$ cat config.mk
export PLATFORM = sky130hd
export DESIGN_NAME = mpfb_ctrl
export DESIGN_NICKNAME = d
export VERILOG_FILES = /design/src/design/mpfb_pkg.sv /design/src/design/mpfb_ctrl.sv
export SDC_FILE = /design/constraint.sdc
export NUM_CORES = 1
export LEC_CHECK = 0
export BUFFER_PORTS_ARGS = -buffer_cell sky130_fd_sc_hd__buf_2
export CAP_MARGIN = 20
export CORE_ASPECT_RATIO = 0.8
export CORE_MARGIN = 1
export CORE_UTILIZATION = 50
export CTS_CLUSTER_SIZE = 40
export DETAILED_ROUTE_END_ITERATION = 10
export PLACE_DENSITY = 0.71
export SYNTH_ARGS = -nofsm -noshare
export SYNTH_HDL_FRONTEND = slang
export SYNTH_SLANG_ARGS = --single-unit
$ cat constraint.sdc
create_clock -name clk -period 2.5 [get_ports clk]
set_input_delay 0.25 -clock clk [delete_from_list [all_inputs] [get_ports clk]]
set_output_delay 0.25 -clock clk [all_outputs]
set_load 0.05 [all_outputs]
$ cat src/design/mpfb_pkg.sv
// Shared constants, types and helpers for the monochrome page frame store.
package mpfb_pkg;

  // Screen geometry and the store shape that follows from it.
  localparam int SCREEN_WIDTH  = 128;
  localparam int SCREEN_HEIGHT = 64;
  localparam int PAGE_COUNT    = (SCREEN_HEIGHT + 7) / 8;
  localparam int STORE_DEPTH   = SCREEN_WIDTH * PAGE_COUNT;
  localparam int COL_W         = $clog2(SCREEN_WIDTH);
  localparam int PG_W          = (PAGE_COUNT > 1) ? $clog2(PAGE_COUNT) : 1;
  localparam int ADDR_W        = $clog2(STORE_DEPTH);

  // Action codes carried by the input channel.
  typedef enum logic [2:0] {
    ACT_SET    = 3'd0,
    ACT_CLEAR  = 3'd1,
    ACT_RDPIX  = 3'd2,
    ACT_CLRALL = 3'd3,
    ACT_SHIFT  = 3'd4,
    ACT_RDBYTE = 3'd5
  } action_t;

  // Store access request from the sequencer to the memory.
  typedef struct packed {
    logic              rd_en;
    logic [ADDR_W-1:0] rd_addr;
    logic              wr_en;
    logic [ADDR_W-1:0] wr_addr;
    logic [7:0]        wr_data;
  } mem_req_t;

  // Finished result handed to the output register.
  typedef struct packed {
    logic       valid;
    logic       pixel_on;
    logic [7:0] stored_byte;
  } result_t;

  // Store address of the byte at a page and column.
  function automatic logic [ADDR_W-1:0] byte_addr(input logic [PG_W-1:0]  pg,
                                                  input logic [COL_W-1:0] col);
    byte_addr = ADDR_W'(pg) * ADDR_W'(SCREEN_WIDTH) + ADDR_W'(col);
  endfunction

endpackage

$ cat src/design/mpfb_ctrl.sv
// Sequencer: pixel read-modify-write, byte reads, store clearing and the page shift walk.
module mpfb_ctrl (
  input  logic               clk,
  input  logic               rst_n,
  input  logic               in_valid,
  output logic               in_stall,
  input  logic [2:0]         in_action,
  input  logic [7:0]         in_column,
  input  logic [7:0]         in_row,
  input  logic [2:0]         in_page,
  input  logic [7:0]         in_shift_rows,
  output mpfb_pkg::mem_req_t mem_req,
  input  logic [7:0]         rd_data,
  input  logic               out_free,
  output mpfb_pkg::result_t  res
);
  import mpfb_pkg::*;

  typedef enum logic [6:0] {
    S_IDLE = 7'b0000001,
    S_MOD  = 7'b0000010,
    S_RESP = 7'b0000100,
    S_CLR  = 7'b0001000,
    S_SHA  = 7'b0010000,
    S_SHB  = 7'b0100000,
    S_SHW  = 7'b1000000
  } state_t;

  localparam logic [COL_W-1:0] COL_MAX = COL_W'(SCREEN_WIDTH - 1);
  localparam logic [PG_W-1:0]  PG_MAX  = PG_W'(PAGE_COUNT - 1);

  state_t            state_r, state_nxt;
  action_t           act_r, act_nxt;
  logic              ok_r, ok_nxt;
  logic [2:0]        bit_sel_r, bit_sel_nxt;
  logic [ADDR_W-1:0] wa_r, wa_nxt;
  logic [PG_W-1:0]   p_r, p_nxt;
  logic [COL_W-1:0]  x_r, x_nxt;
  logic [7:0]        h_r, h_nxt;
  logic [7:0]        hi_r, hi_nxt;
  logic              hi_zero_r, hi_zero_nxt;
  logic              lo_zero_r, lo_zero_nxt;
  logic              wr_pend_r, wr_pend_nxt;
  logic              init_r, init_nxt;
  logic              res_pix_r, res_pix_nxt;
  logic [7:0]        res_byte_r, res_byte_nxt;

  logic              accept;
  logic              col_ok, row_ok, pg_ok, shift_full;
  logic [ADDR_W-1:0] pix_addr, rdb_addr, sweep_addr;
  logic              sweep_last;
  logic [7:0]        q_hi, q_lo;
  logic [7:0]        mask;
  logic [15:0]       sh_word, sh_moved;
  logic              mod_pix;
  logic [7:0]        mod_byte;

  // Decode of the incoming item.
  assign accept     = in_valid && !in_stall;
  assign col_ok     = {1'b0, in_column} < 9'(SCREEN_WIDTH);
  assign row_ok     = {1'b0, in_row} < 9'(SCREEN_HEIGHT);
  assign pg_ok      = {5'b0, in_page} < 8'(PAGE_COUNT);
  assign shift_full = {1'b0, in_shift_rows} >= 9'(SCREEN_HEIGHT);
  assign pix_addr   = byte_addr(PG_W'(in_row[7:3]), COL_W'(in_column));
  assign rdb_addr   = byte_addr(PG_W'(in_page), COL_W'(in_column));

  // Sweep position and the two source pages of a shifted byte.
  assign sweep_addr = byte_addr(p_r, x_r);
  assign sweep_last = (x_r == COL_MAX) && (p_r == PG_MAX);
  assign q_hi       = 8'(p_r) + {3'b000, h_r[7:3]};
  assign q_lo       = q_hi + 8'd1;

  // Merge the two source bytes and move them up by the row offset in the page.
  assign sh_word  = {hi_r, (lo_zero_r ? 8'h00 : rd_data)};
  assign sh_moved = sh_word << h_r[2:0];

  assign mask     = 8'h80 >> bit_sel_r;
  assign in_stall = (state_r != S_IDLE);

  always_comb begin
    state_nxt    = state_r;
    act_nxt      = act_r;
    ok_nxt       = ok_r;
    bit_sel_nxt  = bit_sel_r;
    wa_nxt       = wa_r;
    p_nxt        = p_r;
    x_nxt        = x_r;
    h_nxt        = h_r;
    hi_nxt       = hi_r;
    hi_zero_nxt  = hi_zero_r;
    lo_zero_nxt  = lo_zero_r;
    wr_pend_nxt  = wr_pend_r;
    init_nxt     = init_r;
    res_pix_nxt  = res_pix_r;
    res_byte_nxt = res_byte_r;
    mem_req      = '0;
    res          = '0;
    mod_pix      = 1'b0;
    mod_byte     = 8'h00;

    unique case (state_r)
      // Take a new item and start its work.
      S_IDLE: begin
        if (accept) begin
          act_nxt      = action_t'(in_action);
          bit_sel_nxt  = in_row[2:0];
          res_pix_nxt  = 1'b0;
          res_byte_nxt = 8'h00;
          p_nxt        = '0;
          x_nxt        = '0;
          wr_pend_nxt  = 1'b0;
          h_nxt        = in_shift_rows;
          unique case (action_t'(in_action))
            ACT_SET, ACT_CLEAR, ACT_RDPIX: begin
              mem_req.rd_en   = col_ok && row_ok;
              mem_req.rd_addr = pix_addr;
              wa_nxt          = pix_addr;
              ok_nxt          = col_ok && row_ok;
              state_nxt       = S_MOD;
            end
            ACT_RDBYTE: begin
              mem_req.rd_en   = col_ok && pg_ok;
              mem_req.rd_addr = rdb_addr;
              ok_nxt          = col_ok && pg_ok;
              state_nxt       = S_MOD;
            end
            ACT_CLRALL: begin
              state_nxt = S_CLR;
            end
            ACT_SHIFT: begin
              priority if (in_shift_rows == 8'd0) begin
                state_nxt = S_RESP;
              end else if (shift_full) begin
                state_nxt = S_CLR;
              end else begin
                state_nxt = S_SHA;
              end
            end
            default: begin
              state_nxt = S_RESP;
            end
          endcase
        end
      end

      // Store byte is back: modify and write, or pick out the result.
      S_MOD: begin
        unique case (act_r)
          ACT_SET: begin
            mem_req.wr_en   = ok_r;
            mem_req.wr_addr = wa_r;
            mem_req.wr_data = rd_data | mask;
          end
          ACT_CLEAR: begin
            mem_req.wr_en   = ok_r;
            mem_req.wr_addr = wa_r;
            mem_req.wr_data = rd_data & ~mask;
          end
          ACT_RDPIX: begin
            mod_pix = ok_r && ((rd_data & mask) != 8'h00);
          end
          ACT_RDBYTE: begin
            mod_byte = ok_r ? rd_data : 8'h00;
          end
          default: begin
          end
        endcase
        if (out_free) begin
          res.valid       = 1'b1;
          res.pixel_on    = mod_pix;
          res.stored_byte = mod_byte;
          state_nxt       = S_IDLE;
        end else begin
          res_pix_nxt  = mod_pix;
          res_byte_nxt = mod_byte;
          state_nxt    = S_RESP;
        end
      end

      // Hold the result until the output register can take it.
      S_RESP: begin
        if (out_free) begin
          res.valid       = 1'b1;
          res.pixel_on    = res_pix_r;
          res.stored_byte = res_byte_r;
          state_nxt       = S_IDLE;
        end
      end

      // Clearing pass, one byte a cycle; also run after reset.
      S_CLR: begin
        mem_req.wr_en   = 1'b1;
        mem_req.wr_addr = sweep_addr;
        mem_req.wr_data = 8'h00;
        x_nxt           = (x_r == COL_MAX) ? '0 : x_r + COL_W'(1);
        p_nxt           = (x_r == COL_MAX) ? p_r + PG_W'(1) : p_r;
        if (sweep_last) begin
          init_nxt  = 1'b0;
          state_nxt = init_r ? S_IDLE : S_RESP;
        end
      end

      // Shift walk, first phase: fetch the upper source byte and write back
      // the byte finished in the previous pass.
      S_SHA: begin
        hi_zero_nxt     = q_hi >= 8'(PAGE_COUNT);
        mem_req.rd_en   = q_hi < 8'(PAGE_COUNT);
        mem_req.rd_addr = byte_addr(PG_W'(q_hi), x_r);
        mem_req.wr_en   = wr_pend_r;
        mem_req.wr_addr = wa_r;
        mem_req.wr_data = sh_moved[15:8];
        state_nxt       = S_SHB;
      end

      // Shift walk, second phase: capture the upper byte, fetch the lower one.
      S_SHB: begin
        hi_nxt          = hi_zero_r ? 8'h00 : rd_data;
        lo_zero_nxt     = q_lo >= 8'(PAGE_COUNT);
        mem_req.rd_en   = q_lo < 8'(PAGE_COUNT);
        mem_req.rd_addr = byte_addr(PG_W'(q_lo), x_r);
        wa_nxt          = sweep_addr;
        wr_pend_nxt     = 1'b1;
        x_nxt           = (x_r == COL_MAX) ? '0 : x_r + COL_W'(1);
        p_nxt           = (x_r == COL_MAX) ? p_r + PG_W'(1) : p_r;
        state_nxt       = sweep_last ? S_SHW : S_SHA;
      end

      // Write back the last shifted byte.
      S_SHW: begin
        mem_req.wr_en   = 1'b1;
        mem_req.wr_addr = wa_r;
        mem_req.wr_data = sh_moved[15:8];
        wr_pend_nxt     = 1'b0;
        state_nxt       = S_RESP;
      end

      default: begin
        state_nxt = S_IDLE;
      end
    endcase
  end

  // Control registers.
  always_ff @(posedge clk) begin
    if (!rst_n) begin
      state_r   <= S_CLR;
      init_r    <= 1'b1;
      p_r       <= '0;
      x_r       <= '0;
      wr_pend_r <= 1'b0;
    end else begin
      state_r   <= state_nxt;
      init_r    <= init_nxt;
      p_r       <= p_nxt;
      x_r       <= x_nxt;
      wr_pend_r <= wr_pend_nxt;
    end
  end

  // Payload registers.
  always_ff @(posedge clk) begin
    act_r      <= act_nxt;
    ok_r       <= ok_nxt;
    bit_sel_r  <= bit_sel_nxt;
    wa_r       <= wa_nxt;
    h_r        <= h_nxt;
    hi_r       <= hi_nxt;
    hi_zero_r  <= hi_zero_nxt;
    lo_zero_r  <= lo_zero_nxt;
    res_pix_r  <= res_pix_nxt;
    res_byte_r <= res_byte_nxt;
  end

  // A read and a write in the same cycle never touch the same byte.
  a_no_rw_clash: assert property (@(posedge clk) disable iff (!rst_n)
    mem_req.rd_en && mem_req.wr_en |-> mem_req.rd_addr != mem_req.wr_addr)
    else $error("read and write to the same store byte in one cycle");

  // No transfer is taken while the clearing pass after reset runs.
  a_init_stall: assert property (@(posedge clk) disable iff (!rst_n)
    init_r |-> in_stall)
    else $error("input transfer during the reset clearing pass");

  // A result is only offered when the output register can take it.
  a_res_room: assert property (@(posedge clk) disable iff (!rst_n)
    res.valid |-> out_free)
    else $error("result offered to a full output register");

  // The second phase of the shift walk, the lower-byte fetch, never writes.
  a_shb_nowr: assert property (@(posedge clk) disable iff (!rst_n)
    state_r == S_SHB |-> !mem_req.wr_en)
    else $error("store write during the lower-byte fetch of a shift");

  // A pixel write is always followed by its modify cycle.
  a_set_mod: assert property (@(posedge clk) disable iff (!rst_n)
    accept && (in_action == ACT_SET || in_action == ACT_CLEAR) |=> state_r == S_MOD)
    else $error("pixel write accepted without a modify cycle");

endmodule

**Word-level counts from Yosys, hierarchy flattened**

Index checks and enable logic that the tools add are counted.

- Flip-flop bits (word level): 63
- Logic and storage cells: 126

- Add/subtract/negate cells: 9
- Order comparisons: 7
- Equal/unequal tests: 24
- Shift operators: 2
- Multiplexer cells: 39
- Bitwise gates (word level): 4
- Reduce and logical (&&, ||, !) cells: 26

Operator list:

| cell | count |
|---|---|
| case mux 19 bit (4 select lines) | 1 |
| adder 10 x 7 -> 10 bit | 5 |
| 2-to-1 mux 7 bit | 7 |
| case mux 7 bit (7 select lines) | 1 |
| 2-to-1 mux 10 bit | 4 |
| 2-to-1 mux 8 bit | 5 |
| case mux 10 bit (2 select lines) | 2 |
| case mux 19 bit (2 select lines) | 1 |
| case mux 11 bit (3 select lines) | 1 |
| case mux 11 bit (2 select lines) | 1 |
| case mux 7 bit (3 select lines) | 1 |
| AND 8 bit | 2 |
| case mux 8 bit (2 select lines) | 1 |
| left shift 16 x 3 -> 16 bit | 1 |
| AND reduction 3 bit | 5 |
| equality test 7 bit (second input constant) | 2 |
| case mux 7 bit (2 select lines) | 1 |
| equality test 3 bit (second input constant) | 4 |
| 2-to-1 mux 3 bit | 4 |
| 2-to-1 mux 11 bit | 1 |
| equality test 3 x 2 -> 1 bit (second input constant) | 3 |
| >= comparator 8 x 7 -> 1 bit (second input constant) | 1 |
| zero test 8 bit | 1 |
| less-than comparator 8 x 7 -> 1 bit (second input constant) | 1 |
| other kinds (37) | 55 |

**Longest topological paths before layout**

- Depth after elaboration: 7
- Gate-level depth with buffers: 7
- Depth with buffers taken out: 7

**Least setup slack after synthesis**

Ideal clock, no wire load.

- Kind: flip-flop to output port
- From: reg state_r[3]
- To: out mem_req[0] (netlist name)
- Data arrival time: 2.569 ns
- Required time: 2.250 ns
- Path slack: -0.319 ns
- Stages on the path, launching flop included: 7
- Buffers on the path: 2
- Cells stage by stage: dfxtp_1 -> buf_2 -> nor4b_2 -> nand2_1 -> or3_1 -> buf_2 -> o21ai_0

RTL lines:

| element | RTL line | source |
|---|---|---|
| from (decl) | mpfb_ctrl.sv:32 | `state_t state_r, state_nxt;` |
| from (signal assigned) | mpfb_ctrl.sv:252 | `state_r <= state_nxt;` |
| to (decl) | mpfb_ctrl.sv:12 | `output mpfb_pkg::mem_req_t mem_req,` |

==> metrics.md <==
| Metric | Value |
|---|---|
| Status | complete, but fails checks |
| Failing checks | negative setup slack |
| DP Wirelength | 8.420 mm |
| Post-synthesis cell area | 0.004109 mm^2 |
| Non-Filler Instances | 638 |
| Final ANT Viol Nets | 0 |
| Period Utilization, post-route | 103.1% |
| Worst hold margin | 0.08029 ns |
| Number of flops mapped to enable cells by yosys | 44 |
| Power Total | 2.556 mW |
| Hold Buf Count CTS | 0 |
| CTS tree | done |
| Root Buffer | clkbuf_8 |
| Dpl cell area | 0.004728 mm^2 |
| DRC | 0 |
| Core Rows | 29 |
| Least-Margin Pin Slew | 0.7326 ns |
| Post-synth ARST share | 0% |
| First-pass GRT wire length | 17.91 mm |
| Placed Cells | 618 |
| Critical-path cell list | ha_2, fa_2, buf_4, nand3_2, nor2_2, a22oi_2, o211ai_1, buf_4 |
| Drt total wl | 11.62 mm |
| Final worst slack | -0.07817 ns |
| Leakage | 2.184 nW |
| Final nets | 575 |
| Max frequency | 0.3879 GHz |
| Gpl congestion | 0.8794 |
| Vias in the first global route | 3436 |
| Antenna diodes | 0 |
| Syn. warnings | 0 |
| Top FF cell, synth | edfxtp_1 |
| TritonRoute pass-1 iters | 4 |
| Slew Limit Fails | 0 |
| WP buf/inv | 2 |
| Post-route cell area | 0.005155 mm^2 |
| Critical-path top delay cell | fa_2 |
| RSZ-0062 raised after global routing | yes |
| Worst EP arrival | 2.33 ns |
| GRT overflow | 0 |
| Max-cap violation count | 0 |
| Share of cells above drive strength 1 | 30.75% |
| PD cells | 495.9 mW/mm^2 |
| CP Data Required Time | 2.25 ns |
| Sequential area share after synthesis | 41.41% |
| Peak supply drop | 0.3484 mV |
| Pin count of the biggest net entering global routing | 21 |
| Class of the worst hold path | primary input to flip-flop |
| Area grow syn2layout | 25.46% |
| Wire length per cell | 18.21 um |
| Clk_skew | 0.009568 ns |
| Sink Count | 63 |
| Area share of and/or/nand/nor cells after synthesis | 22.23% |
| # IOs | 83 |
| Full die area | 0.008586 mm^2 |
| Critical path's top delay family | adder cells |
| FF+latch count, synth | 63 |
| Clock buffer count from CTS | 9 |
| Vias/cell | 6.027 |
| Worst-skew pair later-pin latency | 0.35 ns |
| Yosys cell types | 61 |
| Die height | 83.08 um |
| CP peak stage delay | 0.57 ns |
| Die X | 103.4 um |
| Vias | 3845 |
| DR iter-0 viols | 336 |
| Main combinational cell family by area after synthesis | simple AND/OR/NAND/NOR gates |
| Crit Path Category | flip-flop to primary output |
| Hold Vio Cnt, Final | 0 |
| Compound-gate portion of the synthesized area | 18.64% |
| Cell mode on critical path | buf_4 |
| FILL cells | 677 |
| Most frequent cells in the layout | buf_2, nand2_1, edfxtp_1 |
| Crit end category | primary output |
| Initial Utilization | 51.71% |
| Final Core Density | 64.87% |
| Commonest non-fill, non-tap cell in the layout | buf_2 |
| Slew HR | 50.39% |
| Clock Pin Slew Worst Setup and Hold Paths | 0.06 ns |
| Syn nets | 481 |
| Initial antenna violation count | 0 |
| Critical Path Fanout Max | 2 |
| Mean Syn Cell Area | 9.534 um^2 |
| Gr usage total | 27.93% |
| Number of I/O port buffers | 82 |
| Adder-cell area share of the yosys netlist | 2.619% |
| Crit path launch type | flip-flop |
| Clock Tree Buf Depth | 2 |
| H-Tree Depth | 3 |
| Mux cell area share after synthesis | 9.379% |
| Post-synthesis xor/xnor area fraction | 1.492% |
| Final worst path period need | 2.578 ns |
| Final setup violation count | 2 |
| Synth Instances | 431 |
| Core Region | 0.007946 mm^2 |
[state kept, by name (all words and copies together) (netlist names)]
register    count
wa_r           10
h_r             8
hi_r            8
res_byte_r      8
state_r         7
x_r             7
act_r           3
bit_sel_r       3
p_r             3
hi_zero_r       1
init_r          1
lo_zero_r       1
ok_r            1
res_pix_r       1
wr_pend_r       1
[where the power goes]
part	switching [mW]	internal, mW
registers	0.0459	1.13
clock network	0.377	0.554
logic	0.275	0.173
[cells by family after synthesis]
group | count (synthesis)
compound gates | 106
mux | 28
xor+xnor | 7
simple gates | 177
fa+ha+maj | 8
flops | 63
buf+inv | 42
[metrics by stage]
step           setup TNS (ns)  worst slack, ns
3_5_place_dp                0           0.1439
4_1_cts               -0.1641         -0.09318
3_3_place_gp                0           0.2013
6_report              -0.1268         -0.07817
2_1_floorplan        -0.04921         -0.04921
5_1_grt               -0.4623          -0.2343
[layout make-up]
cell class	instances	area, um^2	area share (%)
flip-flops and latches	63	1717	33.30
repair buffers	109	703.2	13.64
clock inverters	5	72.57	1.408
multi-input cells	326	2336	45.32
well taps	108	135.1	2.621
inverters	16	60.06	1.165
clock buffers	11	131.4	2.549
[cell usage after synthesis (4+ instances only)]
library cell / count / area share, %
xor2_1: 4 / 0.85
nand2b_1: 7 / 1.1
dfxtp_1: 19 / 9.3
nand3_1: 15 / 1.8
o21ai_0: 18 / 2.2
and3_1: 4 / 0.61
mux4_2: 8 / 4.4
a22oi_1: 7 / 1.3
nor3_1: 14 / 1.7
ha_1: 7 / 2.1
buf_2: 10 / 1.2
a21oi_1: 12 / 1.5
mux2_2: 4 / 1.1
clkbuf_1: 14 / 1.3
inv_1: 16 / 1.5
a21o_1: 4 / 0.73
nor2b_1: 11 / 1.7
mux2i_1: 16 / 3.9
a22o_1: 25 / 5.3
nand2_1: 53 / 4.8
edfxtp_1: 44 / 32
nor2_1: 34 / 3.1
o22ai_1: 10 / 1.5
and2_1: 8 / 1.2
a31oi_1: 5 / 0.76
or3_1: 4 / 0.61
[metal layers]
| metal | vias up | part of all wire (%) | global-route usage [%] |
|---|---|---|---|
| met4 | 0 | 0.96 | 6.274 |
| met3 | 11 | 8.7 | 7.576 |
| li1 | 1820 | - | - |
| met1 | 1854 | 47 | 44.11 |
| met2 | 160 | 43 | 37.51 |
| met5 | - | 0 | 0 |
[timing repair]
item,in CTS,in global routing
gates cloned,0,0
pin swaps,7,7
setup endpoints to repair,27,33
resized for setup,27,31
buffers inserted,2,2
[worst register-to-register path: cells and delay by family, from the launching register on]
family	cells	cell delay, ns
adders and majority gates	2	0.30
buffers and inverters	2	0.20
and+or+nand+nor	3	0.81
AOI/OAI and AO/OA	1	0.24
DFF	1	0.41
[path summary, 6_finish.rpt]
path | startpoint | endpoint | slack [ns] | cells past startpoint
worst min-delay path | in_row[0] | bit_sel_r[0] | 0.08 | 1
worst max register to register | p_r[1] | state_r[1] | 0.45 | 8
worst max-delay path | h_r[3] | mem_req[29] | -0.08 | 8
worst min register to register | wr_pend_r | wr_pend_r | 0.48 | 2
(Power assumes the default switching activity.)
